**config.mk**
```make
export PLATFORM = sky130hd
export DESIGN_NAME = cbsm_ctrl
export DESIGN_NICKNAME = d
export VERILOG_FILES = /design/src/rtl/core/cbsm_pkg.sv /design/src/rtl/core/cbsm_ctrl.sv
export SDC_FILE = /design/constraint.sdc
export NUM_CORES = 1
export LEC_CHECK = 0
export BUFFER_PORTS_ARGS = -buffer_cell sky130_fd_sc_hd__buf_2
export CAP_MARGIN = 10
export CELL_PAD_IN_SITES_DETAIL_PLACEMENT = 1
export CELL_PAD_IN_SITES_GLOBAL_PLACEMENT = 1
export CORE_MARGIN = 5
export CORE_UTILIZATION = 25
export DETAILED_ROUTE_END_ITERATION = 7
export PLACE_DENSITY_LB_ADDON = 0.1
export SYNTH_ARGS = -nofsm -noshare
export SYNTH_HDL_FRONTEND = slang
export SYNTH_SLANG_ARGS = --single-unit
export TNS_END_PERCENT = 20
```
**constraint.sdc**
```tcl
create_clock -name clock -period 2 [get_ports clock]
set_clock_uncertainty 0.15 [all_clocks]
set_input_delay 0.1 -clock clock [delete_from_list [all_inputs] [get_ports clock]]
set_output_delay 0.1 -clock clock [all_outputs]
set_load 0.05 [all_outputs]
```
**src/rtl/core/cbsm_pkg.sv**
```systemverilog
// ----------------------------------------------------------------------------
// cbsm_pkg
// Shared types, constants and helpers of the cartridge bank mapper.
// ----------------------------------------------------------------------------
package cbsm_pkg;

   localparam int RAM_BANKS      = 4;
   localparam int RAM_BANK_BYTES = 8192;
   localparam int ROM_BANK_BYTES = 16384;

   localparam int CMD_W          = 2;
   localparam int ADDR_W         = 16;
   localparam int DATA_W         = 8;
   localparam int CFG_W          = 3;
   localparam int ROM_ADDR_W     = 19;
   localparam int ROM_BANK_W     = 5;
   localparam int ROM_OFFSET_W   = $clog2(ROM_BANK_BYTES);
   localparam int RAM_OFFSET_W   = $clog2(RAM_BANK_BYTES);
   localparam int RAM_BANK_W     = 2;
   localparam int RAM_SEL_W      = $clog2(RAM_BANKS);
   localparam int RAM_DEPTH      = RAM_BANKS * RAM_BANK_BYTES;
   localparam int RAM_INDEX_W    = $clog2(RAM_DEPTH);

   localparam logic [CMD_W-1:0] CMD_ROM_READ   = 2'd0;
   localparam logic [CMD_W-1:0] CMD_CTRL_WRITE = 2'd1;
   localparam logic [CMD_W-1:0] CMD_RAM_READ   = 2'd2;
   localparam logic [CMD_W-1:0] CMD_RAM_WRITE  = 2'd3;

   localparam logic [2:0] REGION_RAM_ENABLE = 3'd0;
   localparam logic [2:0] REGION_ROM_BANK   = 3'd1;
   localparam logic [2:0] REGION_RAM_BANK   = 3'd2;

   localparam logic [3:0]            RAM_ENABLE_KEY = 4'hA;
   localparam logic [DATA_W-1:0]     RAM_OFF_DATA   = 8'hFF;
   localparam logic [CFG_W-1:0]      CFG_RESET      = 3'd5;
   localparam logic [ROM_BANK_W-1:0] ROM_BANK_RESET = 5'd1;

   typedef struct packed {
      logic [ROM_ADDR_W-1:0]  rom_address;
      logic                   address_error;
      logic                   is_ram_read;
      logic                   ram_enabled;
      logic                   ram_we;
      logic [RAM_INDEX_W-1:0] ram_index;
   } cbsm_dec_type;

   function automatic logic [ROM_BANK_W-1:0] rom_bank_select(
      input logic [DATA_W-1:0] value,
      input logic [CFG_W-1:0]  bank_bits
   );
      logic [ROM_BANK_W-1:0] bank;
      logic [CFG_W-1:0]      bits;
      logic [ROM_BANK_W:0]   mask;
      bank = value[ROM_BANK_W-1:0];
      bits = (bank_bits > CFG_W'(ROM_BANK_W)) ? CFG_W'(ROM_BANK_W) : bank_bits;
      if (bank == '0) begin
         bank = ROM_BANK_W'(1);
      end
      mask = (ROM_BANK_W+1)'(1) << bits;
      mask = mask - (ROM_BANK_W+1)'(1);
      return bank & mask[ROM_BANK_W-1:0];
   endfunction

endpackage

```
**src/rtl/core/cbsm_ctrl.sv**
```systemverilog
// ----------------------------------------------------------------------------
// cbsm_ctrl
// Bank registers, control writes and address decode of one beat.
// ----------------------------------------------------------------------------
module cbsm_ctrl import cbsm_pkg::*; (
   input  logic                 clock,
   input  logic                 reset,
   input  logic                 accept,
   input  logic [CMD_W-1:0]     command,
   input  logic [ADDR_W-1:0]    address,
   input  logic [DATA_W-1:0]    value,
   input  logic                 csr_we,
   input  logic [CFG_W-1:0]     csr_wdata,
   output cbsm_dec_type         dec
);

   logic [CFG_W-1:0]      rom_bank_bits_ff, rom_bank_bits_in;
   logic                  ram_enabled_ff, ram_enabled_in;
   logic [ROM_BANK_W-1:0] rom_bank_ff, rom_bank_in;
   logic [RAM_BANK_W-1:0] ram_bank_ff, ram_bank_in;
   logic [RAM_SEL_W-1:0]  ram_sel;

   assign ram_sel = RAM_SEL_W'(ram_bank_ff % RAM_BANKS);

   always_comb begin
      dec             = '0;
      dec.ram_enabled = ram_enabled_ff;
      dec.ram_index   = {ram_sel, address[RAM_OFFSET_W-1:0]};
      unique case (command)
         CMD_ROM_READ: begin
            if (address[ADDR_W-1]) begin
               dec.address_error = 1'b1;
            end else if (address[ROM_OFFSET_W]) begin
               dec.rom_address = {rom_bank_ff, address[ROM_OFFSET_W-1:0]};
            end else begin
               dec.rom_address = {ROM_BANK_W'(0), address[ROM_OFFSET_W-1:0]};
            end
         end
         CMD_CTRL_WRITE: begin
            dec.ram_we = 1'b0;
         end
         CMD_RAM_READ: begin
            dec.is_ram_read = 1'b1;
         end
         CMD_RAM_WRITE: begin
            dec.ram_we = ram_enabled_ff;
         end
         default: begin
            dec.ram_we = 1'b0;
         end
      endcase
   end

   always_comb begin
      rom_bank_bits_in = csr_we ? csr_wdata : rom_bank_bits_ff;
      ram_enabled_in   = ram_enabled_ff;
      rom_bank_in      = rom_bank_ff;
      ram_bank_in      = ram_bank_ff;
      if (accept && command == CMD_CTRL_WRITE) begin
         unique case (address[ADDR_W-1:ADDR_W-3])
            REGION_RAM_ENABLE: begin
               ram_enabled_in = (value[3:0] == RAM_ENABLE_KEY);
            end
            REGION_ROM_BANK: begin
               rom_bank_in = rom_bank_select(value, rom_bank_bits_ff);
            end
            REGION_RAM_BANK: begin
               ram_bank_in = value[RAM_BANK_W-1:0];
            end
            default: begin
               ram_bank_in = ram_bank_ff;
            end
         endcase
      end
   end

   always_ff @(posedge clock) begin
      if (reset) begin
         rom_bank_bits_ff <= CFG_RESET;
         ram_enabled_ff   <= 1'b0;
         rom_bank_ff      <= ROM_BANK_RESET;
         ram_bank_ff      <= '0;
      end else begin
         rom_bank_bits_ff <= rom_bank_bits_in;
         ram_enabled_ff   <= ram_enabled_in;
         rom_bank_ff      <= rom_bank_in;
         ram_bank_ff      <= ram_bank_in;
      end
   end

endmodule

```
# == Yosys cells after proc, flatten, opt, wreduce, memory -nomap -nowiden ==
# Index checks and enable logic that the tools add are counted.
# totals
regBits,11
latchBits,0
mem_bits_rw,0
romBits,0
input_bits,33
n_memories,0
# op_classes
addsub,1
n_mul,0
div_mod_pow,0
n_lt_le_gt_ge,1
eq_ne,6
shifts,1
n_mux,10
n_bitwise,1
n_reduce_logical,7
# op_table
operator,n
two-way mux 19 bit,2
two-way mux 20 bit,1
two-way mux 5 bit,3
AND reduction 2 bit,3
bitwise AND 5 bit,1
zero test 5 bit,1
"left shift 1 x 3 -> 5 bit, first input constant",1
"subtractor 5 x 1 -> 5 bit, second input constant",1
"== test 2 bit, second input constant",2
"== test 4 bit, second input constant",1
"== test 3 x 1 -> 1 bit, second input constant",1
"== test 3 x 2 -> 1 bit, second input constant",1
"greater-than comparator 3 bit, second input constant",1
zero test 3 bit,1
two-way mux 1 bit,3
two-way mux 3 bit,1
"== test 2 x 1 -> 1 bit, second input constant",1
zero test 2 bit,1
logical AND 1 bit,1

# == Depth between registers and ports, before layout ==
# Gate-level depths: netlist of the first run.
# logic_depth
depth_word,5
ltp_mapped,4
ltp_nobuf,3

# == Worst setup path after synthesis of the first run ==
# Ideal clock, no wire load.
# synth_timing
kind,input to output
from,input command[1]
to,output dec[18] (netlist name)
t_arrival_ns,1.258
required_time_ns,1.750
setup_slack_ns,0.492
stages,1
cell_sequence,nor3b_1
# synth_between
elab_chain_cells,2
# synth_lines
element,line_no,rtl
"start, declared",cbsm_ctrl.sv:9,"input logic [CMD_W-1:0] command,"
zero test 2 bit,cbsm_ctrl.sv:29,unique case (command)
two-way mux 20 bit,cbsm_ctrl.sv:29,
"end, declared",cbsm_ctrl.sv:14,output cbsm_dec_type dec
# Every way passes these cells.

# == Final worst setup path of the first run ==
# layout_timing
from,register rom_bank_bits_ff[1]
to,register rom_bank_ff[2]
# layout_between
elab_chain_cells,5
# layout_lines
element,line_no,rtl
"start, declared",cbsm_ctrl.sv:17,"logic [CFG_W-1:0] rom_bank_bits_ff, rom_bank_bits_in;"
"start signal, assigned",cbsm_ctrl.sv:84,rom_bank_bits_ff <= rom_bank_bits_in;
greater-than comparator 3 bit,cbsm_pkg.sv:55,bits = (bank_bits > CFG_W'(ROM_BANK_W)) ? CFG_W'(ROM_BANK_W) : bank_bits;
two-way mux 3 bit (*),cbsm_pkg.sv:55,
left shift 1 x 3 -> 5 bit (*),cbsm_pkg.sv:59,mask = (ROM_BANK_W+1)'(1) << bits;
subtractor 5 x 1 -> 5 bit (*),cbsm_pkg.sv:60,mask = mask - (ROM_BANK_W+1)'(1);
bitwise AND 5 bit (*),cbsm_pkg.sv:61,return bank & mask[ROM_BANK_W-1:0];
"end signal, assigned",cbsm_ctrl.sv:86,rom_bank_ff <= rom_bank_in;
"end, declared",cbsm_ctrl.sv:19,"logic [ROM_BANK_W-1:0] rom_bank_ff, rom_bank_in;"
# Mark *: on every way between the ends. The rest lies on a longest branch, timed or not.
# A chain may end at the register's enable or synchronous reset.

==> run metrics, run 1 <==
status=finished, final reports clean; element type at the critical path end=register; CP max FO=5; Post-synth top flop=dfxtp_1; kind of start point of the critical path=register; Min Hold Slack=0.0795 ns; Area Overhead vs Synth=55.3%; IO Pins=71; chip width=65.8 um; post-CTS sizing=0; Via density=4.48; Worst VDD drop=278 uV; first-pass GRT wire length=4220 um; ant diodes=0; Avg WL per Cell=13.3 um; synth top area cells=dfxtp_1 (28%), buf_4 (14%), and2_2 (12%), a21oi_1 (5.1%), and3_2 (4.8%); vias in the first global route=941; ys async rst share=0; WL final=2740 um; critical path required time=2.07 ns; synthesized area=778 sq um; most frequent cells in the layout=buf_2 (67), dlygate4sd3_1 (13), and2_2 (12), dfxtp_1 (11), a21oi_1 (8); First-pass DRT Iterations=4; Design Area, Final=1210 sq um; Final Hold Violating Endpoints=0; YS warnings=0; Synth top area share=0.283; Mean Syn Cell Area=8.11 sq um; max frequency=0.619 GHz; leading area contributor after synthesis=dfxtp_1; register area share after synthesis=0.283; number of nets in the layout=196; most common cell after layout, fill and taps aside=buf_2; Worst Hold Class=input port to register; die area=4330 sq um; Relative slew margins=0.756; ANT nets after route=0; Initial DRC Count=20; Post-Place Cells=189; flops & latches, synth=11; share of layout cells above drive strength 1=0.549; PD cells=489 nW/um^2; remaining routing DRC violations=0; Clock Sinks=11; Mapped Nets=129; initial antenna violation count=0; number of enable flip-flop cells after synthesis=0; Post-DP HPWL=2090 um; CTS tree=built; pin count of the biggest net entering global routing=20; leak pwr=0.632 nW; Yosys cell types=29; GR Overflow Total=0; Chip Height=65.8 um; std cell rows=20; initial core utilization=0.257; H-Tree Depth=1; gate count after technology mapping=96; clk root buf=clkbuf_4; setup_tns=0 ns; Clk Latency, worst-skew pair=0.26 ns; crit path DAT=1.68 ns; Tcrit/Tclk final=0.808; total CTS buffers=3; final setup fails=0; Max Slew Vio Count=0; Post-CTS Repair Setup Buffers=0; WS Path Type=register to register; total track usage=0.125; worst-margin pin slew=0.364 ns; Final Non-Filler Cells=206; RSZ-0062 raised after global routing=false; via count=922; max-cap violations=0; Placed Area=1050 sq um; Clk pin slew, worst setup/hold paths=0.07 ns; input/output buffers=67; GP Congestion=0.761; Final min period=1.62 ns; filler instances=380; maximum root-to-sink buffer count=2; core area=3030 sq um
## state kept, by name, indices dropped and copies added (netlist names)
| signal | cells |
|---|---|
| rom_bank_ff | 5 |
| ram_bank_ff | 2 |
| ram_enabled_ff | 1 |
| rom_bank_bits_ff | 3 |
## worst max-delay path, cell delays in order, from the launching register on
cell and delay, ns:
dfxtp_1 0.41, a21oi_1 0.09, nand4b_1 0.20, a21oi_1 0.16, dlygate4sd3_1 0.55
## area by class of cell
| cell class | count | area (sq um) | share of cell area |
|---|---|---|---|
| timing repair buffer | 81 | 473 | 0.391 |
| multi-input combinational | 65 | 430 | 0.356 |
| sequential | 11 | 220 | 0.182 |
| tap | 44 | 55.1 | 0.0455 |
| clock buffer | 4 | 26.3 | 0.0217 |
| inverter | 1 | 3.75 | 0.00311 |
## cell usage after synthesis (2+ instances only)
master and number:
a21oi_1 8, and2_1 2, and2_2 12, and3_2 5, buf_4 14, clkbuf_1 5, dfxtp_1 11, mux2i_1 3
nand2_1 3, nand2b_1 2, nand3_1 3, nor2_1 2, nor2b_1 3, o211ai_1 2, o21ai_0 7
## path summary, 6_finish.rpt
path / startpoint / cells after the start / slack, ns / endpoint
setup reg to reg: rom_bank_bits_ff[1]$_SDFFE_PP0P_ / 4 / 0.38 / rom_bank_ff[2]$_SDFFE_PP0P_
setup / recovery: rom_bank_bits_ff[1]$_SDFFE_PP0P_ / 4 / 0.38 / rom_bank_ff[2]$_SDFFE_PP0P_
hold reg to reg: rom_bank_ff[4]$_SDFFE_PP0P_ / 2 / 0.33 / rom_bank_ff[4]$_SDFFE_PP0P_
hold / removal: address[13] / 4 / 0.08 / ram_enabled_ff$_SDFFE_PP0P_
## kinds of logic (layout without fill, tap and decap cells)
kind of cell,Yosys count,after routing,synth area share
mux,3,3,0.0386
buf+inv,20,86,0.164
simple gates,42,42,0.367
flops,11,11,0.283
compound gates,20,20,0.148
## report_power, final
| group | leakage, nW | total (mW) | switching [mW] | internal (mW) |
|---|---|---|---|---|
| clock | 0.0150 | 0.153 | 0.0758 | 0.0772 |
| sequential | 0.0894 | 0.229 | 0.00548 | 0.224 |
| combinational | 0.528 | 0.208 | 0.137 | 0.0712 |
| total | 0.632 | 0.590 | 0.219 | 0.372 |
## metrics by stage
stage | power, mW | setup WS [ns] | utilization
after global routing | 0.625 | 0.280 | 0.399
after CTS | 0.606 | 0.0210 | 0.402
after floorplan | 0.375 | 0.492 | -
after global placement | 0.421 | 0.574 | 0.348
final | 0.590 | 0.384 | 0.399
after detailed placement | 0.425 | 0.540 | 0.348
## routing by layer
| layer | share of wire | GRT usage | vias up |
|---|---|---|---|
| met2 | 0.51 | 0.235 | 41 |
| li1 | - | - | 456 |
| met1 | 0.38 | 0.133 | 423 |
| met5 | 0 | 0 | - |
| met3 | 0.096 | 0.0255 | 2 |
| met4 | 0.0048 | 0.0466 | 0 |
## what timing repair did
action | in CTS | in global routing
hold buffers | 14 | 0
hold endpoints to repair | 10 | 0
endpoints found under the setup margin | 0 | 1
No activity file was read; power rests on OpenSTA's default activity.
==> inputs of run 2 (changes only) <==
--- a/config.mk
+++ b/config.mk
@@ -5,12 +5,13 @@
 export SDC_FILE = /design/constraint.sdc
 export NUM_CORES = 1
 export LEC_CHECK = 0
+export ABC_AREA = 1
 export BUFFER_PORTS_ARGS = -buffer_cell sky130_fd_sc_hd__buf_2
 export CAP_MARGIN = 10
 export CELL_PAD_IN_SITES_DETAIL_PLACEMENT = 1
 export CELL_PAD_IN_SITES_GLOBAL_PLACEMENT = 1
 export CORE_MARGIN = 5
-export CORE_UTILIZATION = 25
+export CORE_UTILIZATION = 20
 export DETAILED_ROUTE_END_ITERATION = 7
 export PLACE_DENSITY_LB_ADDON = 0.1
 export SYNTH_ARGS = -nofsm -noshare
==> constraint.sdc (replaced) <==
create_clock -name clock -period 1.36 [get_ports clock]
set_clock_uncertainty 0.15 [all_clocks]
set_input_delay 0.068 -clock clock [delete_from_list [all_inputs] [get_ports clock]]
set_output_delay 0.068 -clock clock [all_outputs]
set_load 0.05 [all_outputs]
==> run metrics, run 2 <==
Synth Area in XOR/XNOR=0; Relative slew margins=0.806; Clk network pwr share=0.331; Regs by FF count=rom_bank_ff (5), rom_bank_bits_ff (3), ram_bank_ff (2); crit path DAT=1.05 ns; synthesized area=820 sq um; maximum root-to-sink buffer count=2; leak pwr=0.704 nW; worst-margin pin slew=0.290 ns; Design Area, Final=1220 sq um; internal reg-to-reg setup slack=0.35 ns; die area=5480 sq um; status=finished, final reports clean; Worst R2R Path Depth=6; most frequent cells in the layout=buf_2 (66), nor2_1 (47), nand2_1 (40), inv_1 (12), dfxtp_1 (11); FF-to-FF End=rom_bank_ff[4]$_SDFFE_PP0P_; gate count after technology mapping=147; CTS tree=built; H-Tree Depth=1; Via density=4.26; YS warnings=0; Post-DP HPWL=2600 um; CP Launch Point=rom_bank_ff[2]$_SDFFE_PP0P_; Chip Height=74.0 um; final setup fails=0; synth top area cells=dfxtp_1 (27%), nor2_1 (22%), nand2_1 (18%), buf_4 (13%), inv_1 (5.5%); share of layout cells above drive strength 1=0.367; Final min period=1.26 ns; most frequent cell after synthesis=nor2_1; input/output buffers=67; chip width=74.0 um; Max Slew Vio Count=0; max-cap violations=0; number of nets in the layout=244; total track usage=0.110; Post-synth top flop=dfxtp_1; vias in the first global route=1113; clk root buf=clkbuf_8; P_sw=364 uW; crit path to=dec[35]; register area share after synthesis=0.269; Synth top area share=0.269; Clk pin slew, worst setup/hold paths=0.05 ns; element type at the critical path end=output pin; WS Path Type=register to output pin; total CTS buffers=3; CP max FO=2; First-pass DRT Iterations=3; Commonest cells post-synth=nor2_1 (47), nand2_1 (40), buf_4 (14), inv_1 (12), dfxtp_1 (11); Area Overhead vs Synth=48.5%; RSZ-0062 raised after global routing=false; Mean Syn Cell Area=5.58 sq um; Largest register FFs=5; IO Pins=71; Flop pwr share=0.340; WL final=2990 um; Initial DRC Count=9; critical path required time=1.14 ns; Post-Synth Simple-Gate Area=0.485; first-pass GRT wire length=4730 um; Final Power=998 uW; internal power=634 uW; core area=4000 sq um; Clock Sinks=11; initial core utilization=0.205; PD cells=820 nW/um^2; flops & latches, synth=11; Post-CTS Repair Setup Buffers=0; ANT nets after route=0; Final Hold Violating Endpoints=0; number of enable flip-flop cells after synthesis=0; GR Overflow Total=0; Worst Hold Class=input port to register; post-synthesis compound-gate area fraction=0.0305; most common cell after layout, fill and taps aside=buf_2; Hold Crit Start=value[3]; GP Congestion=0.717; std cell rows=23; Placed Area=1120 sq um; reg2reg start=rom_bank_bits_ff[2]$_SDFFE_PP1P_; Post-Synth Adder-Cell Area=0; ant diodes=0; Biggest register=rom_bank_ff; max frequency=0.792 GHz; via count=1108; pin count of the biggest net entering global routing=18; ys async rst share=0; initial antenna violation count=0; remaining routing DRC violations=0; post-synthesis mux area share=0; switching share of power=0.365; main combinational cell family by area after synthesis=simple AND/OR/NAND/NOR gates; Mapped Nets=180; Worst VDD drop=344 uV; Avg WL per Cell=11.5 um; Clk Latency, worst-skew pair=0.24 ns; leading area contributor after synthesis=dfxtp_1; Comb pwr share=0.329; Tcrit/Tclk final=0.929; kind of start point of the critical path=register; Yosys cell types=16
[run 2: final cells by class]
cell class                      count  area [sq um]
Tap cell                           50          62.6
Inverter                           15          56.3
Fill cell                         575          2780
Multi-Input combinational cell    105           423
Clock buffer                        4          45.0
Sequential cell                    11           220
Timing Repair Buffer               75           410
[run 2: how the worst min path moves through the flow]
stage	to	slack, ns	cells after the start
floorplan	rom_bank_bits_ff[0]$_SDFFE_PP1P_	0.02	2
global placement	rom_bank_bits_ff[0]$_SDFFE_PP1P_	0.13	3
detailed placement	rom_bank_bits_ff[0]$_SDFFE_PP1P_	0.13	3
CTS	rom_bank_ff[3]$_SDFFE_PP0P_	0.04	5
global route	rom_bank_ff[3]$_SDFFE_PP0P_	0.09	5
finish	rom_bank_ff[3]$_SDFFE_PP0P_	0.04	5
[run 2: critical path: stages (launching register included)]
cell,delay [ns]
dfxtp_1,0.31
inv_1,0.05
nor3_1,0.21
buf_4,0.23
[run 2: timing repair]
action                     CTS  global route
hold endpoints to repair     3             0
resized for setup            0             2
setup endpoints to repair    0             1
hold buffers                 5             0
[run 2: kinds of logic (layout without fill, tap and decap cells)]
| logic type | count (synthesis) | after routing |
|---|---|---|
| AOI/OAI and AO/OA | 5 | 5 |
| buffers and inverters | 31 | 94 |
| DFF | 11 | 11 |
| and+or+nand+nor | 100 | 100 |
[run 2: metal layers]
layer  vias up  wire [um]  GRT usage
li1        559          -          -
met1       509       1060      0.107
met2        35       1590      0.222
met3         5        283     0.0230
met4         0         44     0.0423
met5         -          0          0
[run 2: metrics by stage]
stage          setup slack, ns  instances  hold WS (ns)  TNS [ns]  utilization
2_1_floorplan           -0.332        147        0.0177    -0.884            -
3_3_place_gp             0.138        251         0.127         0        0.280
3_5_place_dp            0.0780        251         0.134         0        0.280
4_1_cts                 0.0125        260        0.0437         0        0.304
5_1_grt                0.00561        260        0.0886         0        0.304
6_report                0.0966        260        0.0366         0        0.304
[run 2: power by group through the flow]
| stage | Combinational, mW | Clock (mW) | Sequential (mW) |
|---|---|---|---|
| 6_report | 0.328 | 0.330 | 0.340 |
| 5_1_grt | 0.359 | 0.357 | 0.341 |
| 4_1_cts | 0.335 | 0.343 | 0.340 |
| 3_5_place_dp | 0.323 | 0 | 0.346 |
| 3_3_place_gp | 0.316 | 0 | 0.346 |
| 2_1_floorplan | 0.236 | 0 | 0.347 |
==> inputs of run 3 (changes only) <==
--- a/config.mk
+++ b/config.mk
@@ -14,6 +14,7 @@
 export CORE_UTILIZATION = 20
 export DETAILED_ROUTE_END_ITERATION = 7
 export PLACE_DENSITY_LB_ADDON = 0.1
+export SLEW_MARGIN = 40
 export SYNTH_ARGS = -nofsm -noshare
 export SYNTH_HDL_FRONTEND = slang
 export SYNTH_SLANG_ARGS = --single-unit
==> constraint.sdc (replaced) <==
create_clock -name clock -period 1.36 [get_ports clock]
set_clock_uncertainty 0.15 [all_clocks]
set_input_delay 0.068 -clock clock [delete_from_list [all_inputs] [get_ports clock]]
set_output_delay 0.068 -clock clock [all_outputs]
set_load 0.005 [all_outputs]
==> run metrics, run 3 (synthesis results as in run 2) <==
Worst VDD drop=425 uV; max-cap violations=0; remaining routing DRC violations=0; Worst Hold Class=input port to register; ant diodes=0; WS Path Type=input port to register; IO Pins=71; reg2reg start=rom_bank_bits_ff[2]$_SDFFE_PP1P_; Final Hold Violating Endpoints=0; initial core utilization=0.205; most frequent cells in the layout=buf_2 (67), nor2_1 (47), nand2_1 (40), inv_1 (12), dfxtp_1 (11); Final min period=1.17 ns; final setup fails=0; chip width=74.0 um; status=finished, final reports clean; GR Overflow Total=0; crit path DAT=1.15 ns; Largest register FFs=5; clk root buf=clkbuf_8; Chip Height=74.0 um; element type at the critical path end=register; Tcrit/Tclk final=0.858; Biggest register=rom_bank_ff; hold path depth=5; GP Congestion=0.703; die area=5480 sq um; Comb pwr share=0.229; leak pwr=0.699 nW; Final Power=877 uW; Relative slew margins=0.812; WL met3=267 um; Max Slew Vio Count=0; Post-DP HPWL=2640 um; pin count of the biggest net entering global routing=18; Worst R2R Path Depth=6; Clk network pwr share=0.383; Clk pin slew, worst setup/hold paths=0.05 ns; internal reg-to-reg setup slack=0.36 ns; Clock Sinks=11; kind of start point of the critical path=input port; Metal-1 WL=1080 um; switching share of power=0.280; setup_tns=0 ns; input/output buffers=67; WL met2=1630 um; CP max FO=10; WL final=3030 um; ANT nets after route=0; PD cells=726 nW/um^2; H-Tree Depth=1; Final Non-Filler Cells=259; Hold Crit Start=value[3]; maximum root-to-sink buffer count=2; CP Launch Point=reset; first-pass GRT wire length=4800 um; uppermost routed layer=met4; Initial DRC Count=13; share of layout cells above drive strength 1=0.364; P_sw=246 uW; First-pass DRT Iterations=3; Flop pwr share=0.388; initial antenna violation count=0; internal power=631 uW; critical path required time=1.34 ns; Clk Latency, worst-skew pair=0.24 ns; Post-Place Cells=250; CTS tree=built; std cell rows=23; most common cell after layout, fill and taps aside=buf_2; Regs by FF count=rom_bank_ff (5), rom_bank_bits_ff (3), ram_bank_ff (2); total CTS buffers=3; Area Overhead vs Synth=47.3%; worst-margin pin slew=0.280 ns; Via density=4.18; vias in the first global route=1134; post-CTS sizing=0; via count=1082; max frequency=0.857 GHz; Avg WL per Cell=11.7 um; RSZ-0062 raised after global routing=false; total track usage=0.111; number of nets in the layout=243; core area=4000 sq um
==> run 3: changes by cell type in the layout (fill, tap and decap cells not counted), sizes merged <==
cell | previous run | this run
buf | 70 | 69
==> run 3: cell type report <==
class,count,area (sq um)
repair buffers,74,400
well taps,50,62.6
flip-flops and latches,11,220
fillers,555,2790
inverters,15,56.3
multi-input cells,105,423
clock buffers,4,45.0
==> run 3: path summary, 6_finish.rpt <==
| check | endpoint |
|---|---|
| max | rom_bank_bits_ff[1]$_SDFFE_PP0P_ |
| min | rom_bank_ff[3]$_SDFFE_PP0P_ |
| max reg2reg | rom_bank_ff[4]$_SDFFE_PP0P_ |
| min reg2reg | rom_bank_ff[0]$_SDFFE_PP1P_ |
==> run 3: per-stage QoR <==
stage                     cell area [sq um]  setup slack (ns)  utilization  hold slack, ns
final                                  1210             0.193        0.302          0.0380
after global routing                   1210            0.0525        0.302          0.0787
after global placement                 1110             0.234        0.278           0.127
after detailed placement               1110             0.193        0.278           0.139
after floorplan                         820             0.475            -          0.0171
after CTS                              1210             0.170        0.302          0.0364
==> run 3: worst max-delay path, stage by stage <==
cell	delay, ns
dlygate4sd3_1	0.52
buf_2	0.11
clkinv_1	0.24
o21ai_0	0.16
nor2_1	0.06
==> run 3: power groups by stage <==
stage	Sequential, mW	Clock, mW	Combinational, mW
after global routing	0.341	0.363	0.233
after CTS	0.340	0.350	0.207
final	0.340	0.336	0.201
after global placement	0.346	0	0.188
after floorplan	0.344	0	0.113
after detailed placement	0.347	0	0.196
==> run 3: per-layer routing <==
layer | global-route usage | vias to the layer above
met3 | 0.0176 | 5
met5 | 0 | -
met2 | 0.215 | 35
met1 | 0.116 | 486
li1 | - | 556
met4 | 0.0483 | 0
==> run 3: repair_timing <==
item,CTS,global route
buffers inserted,0,0
endpoints found under the hold margin,3,0
hold buffers,5,0
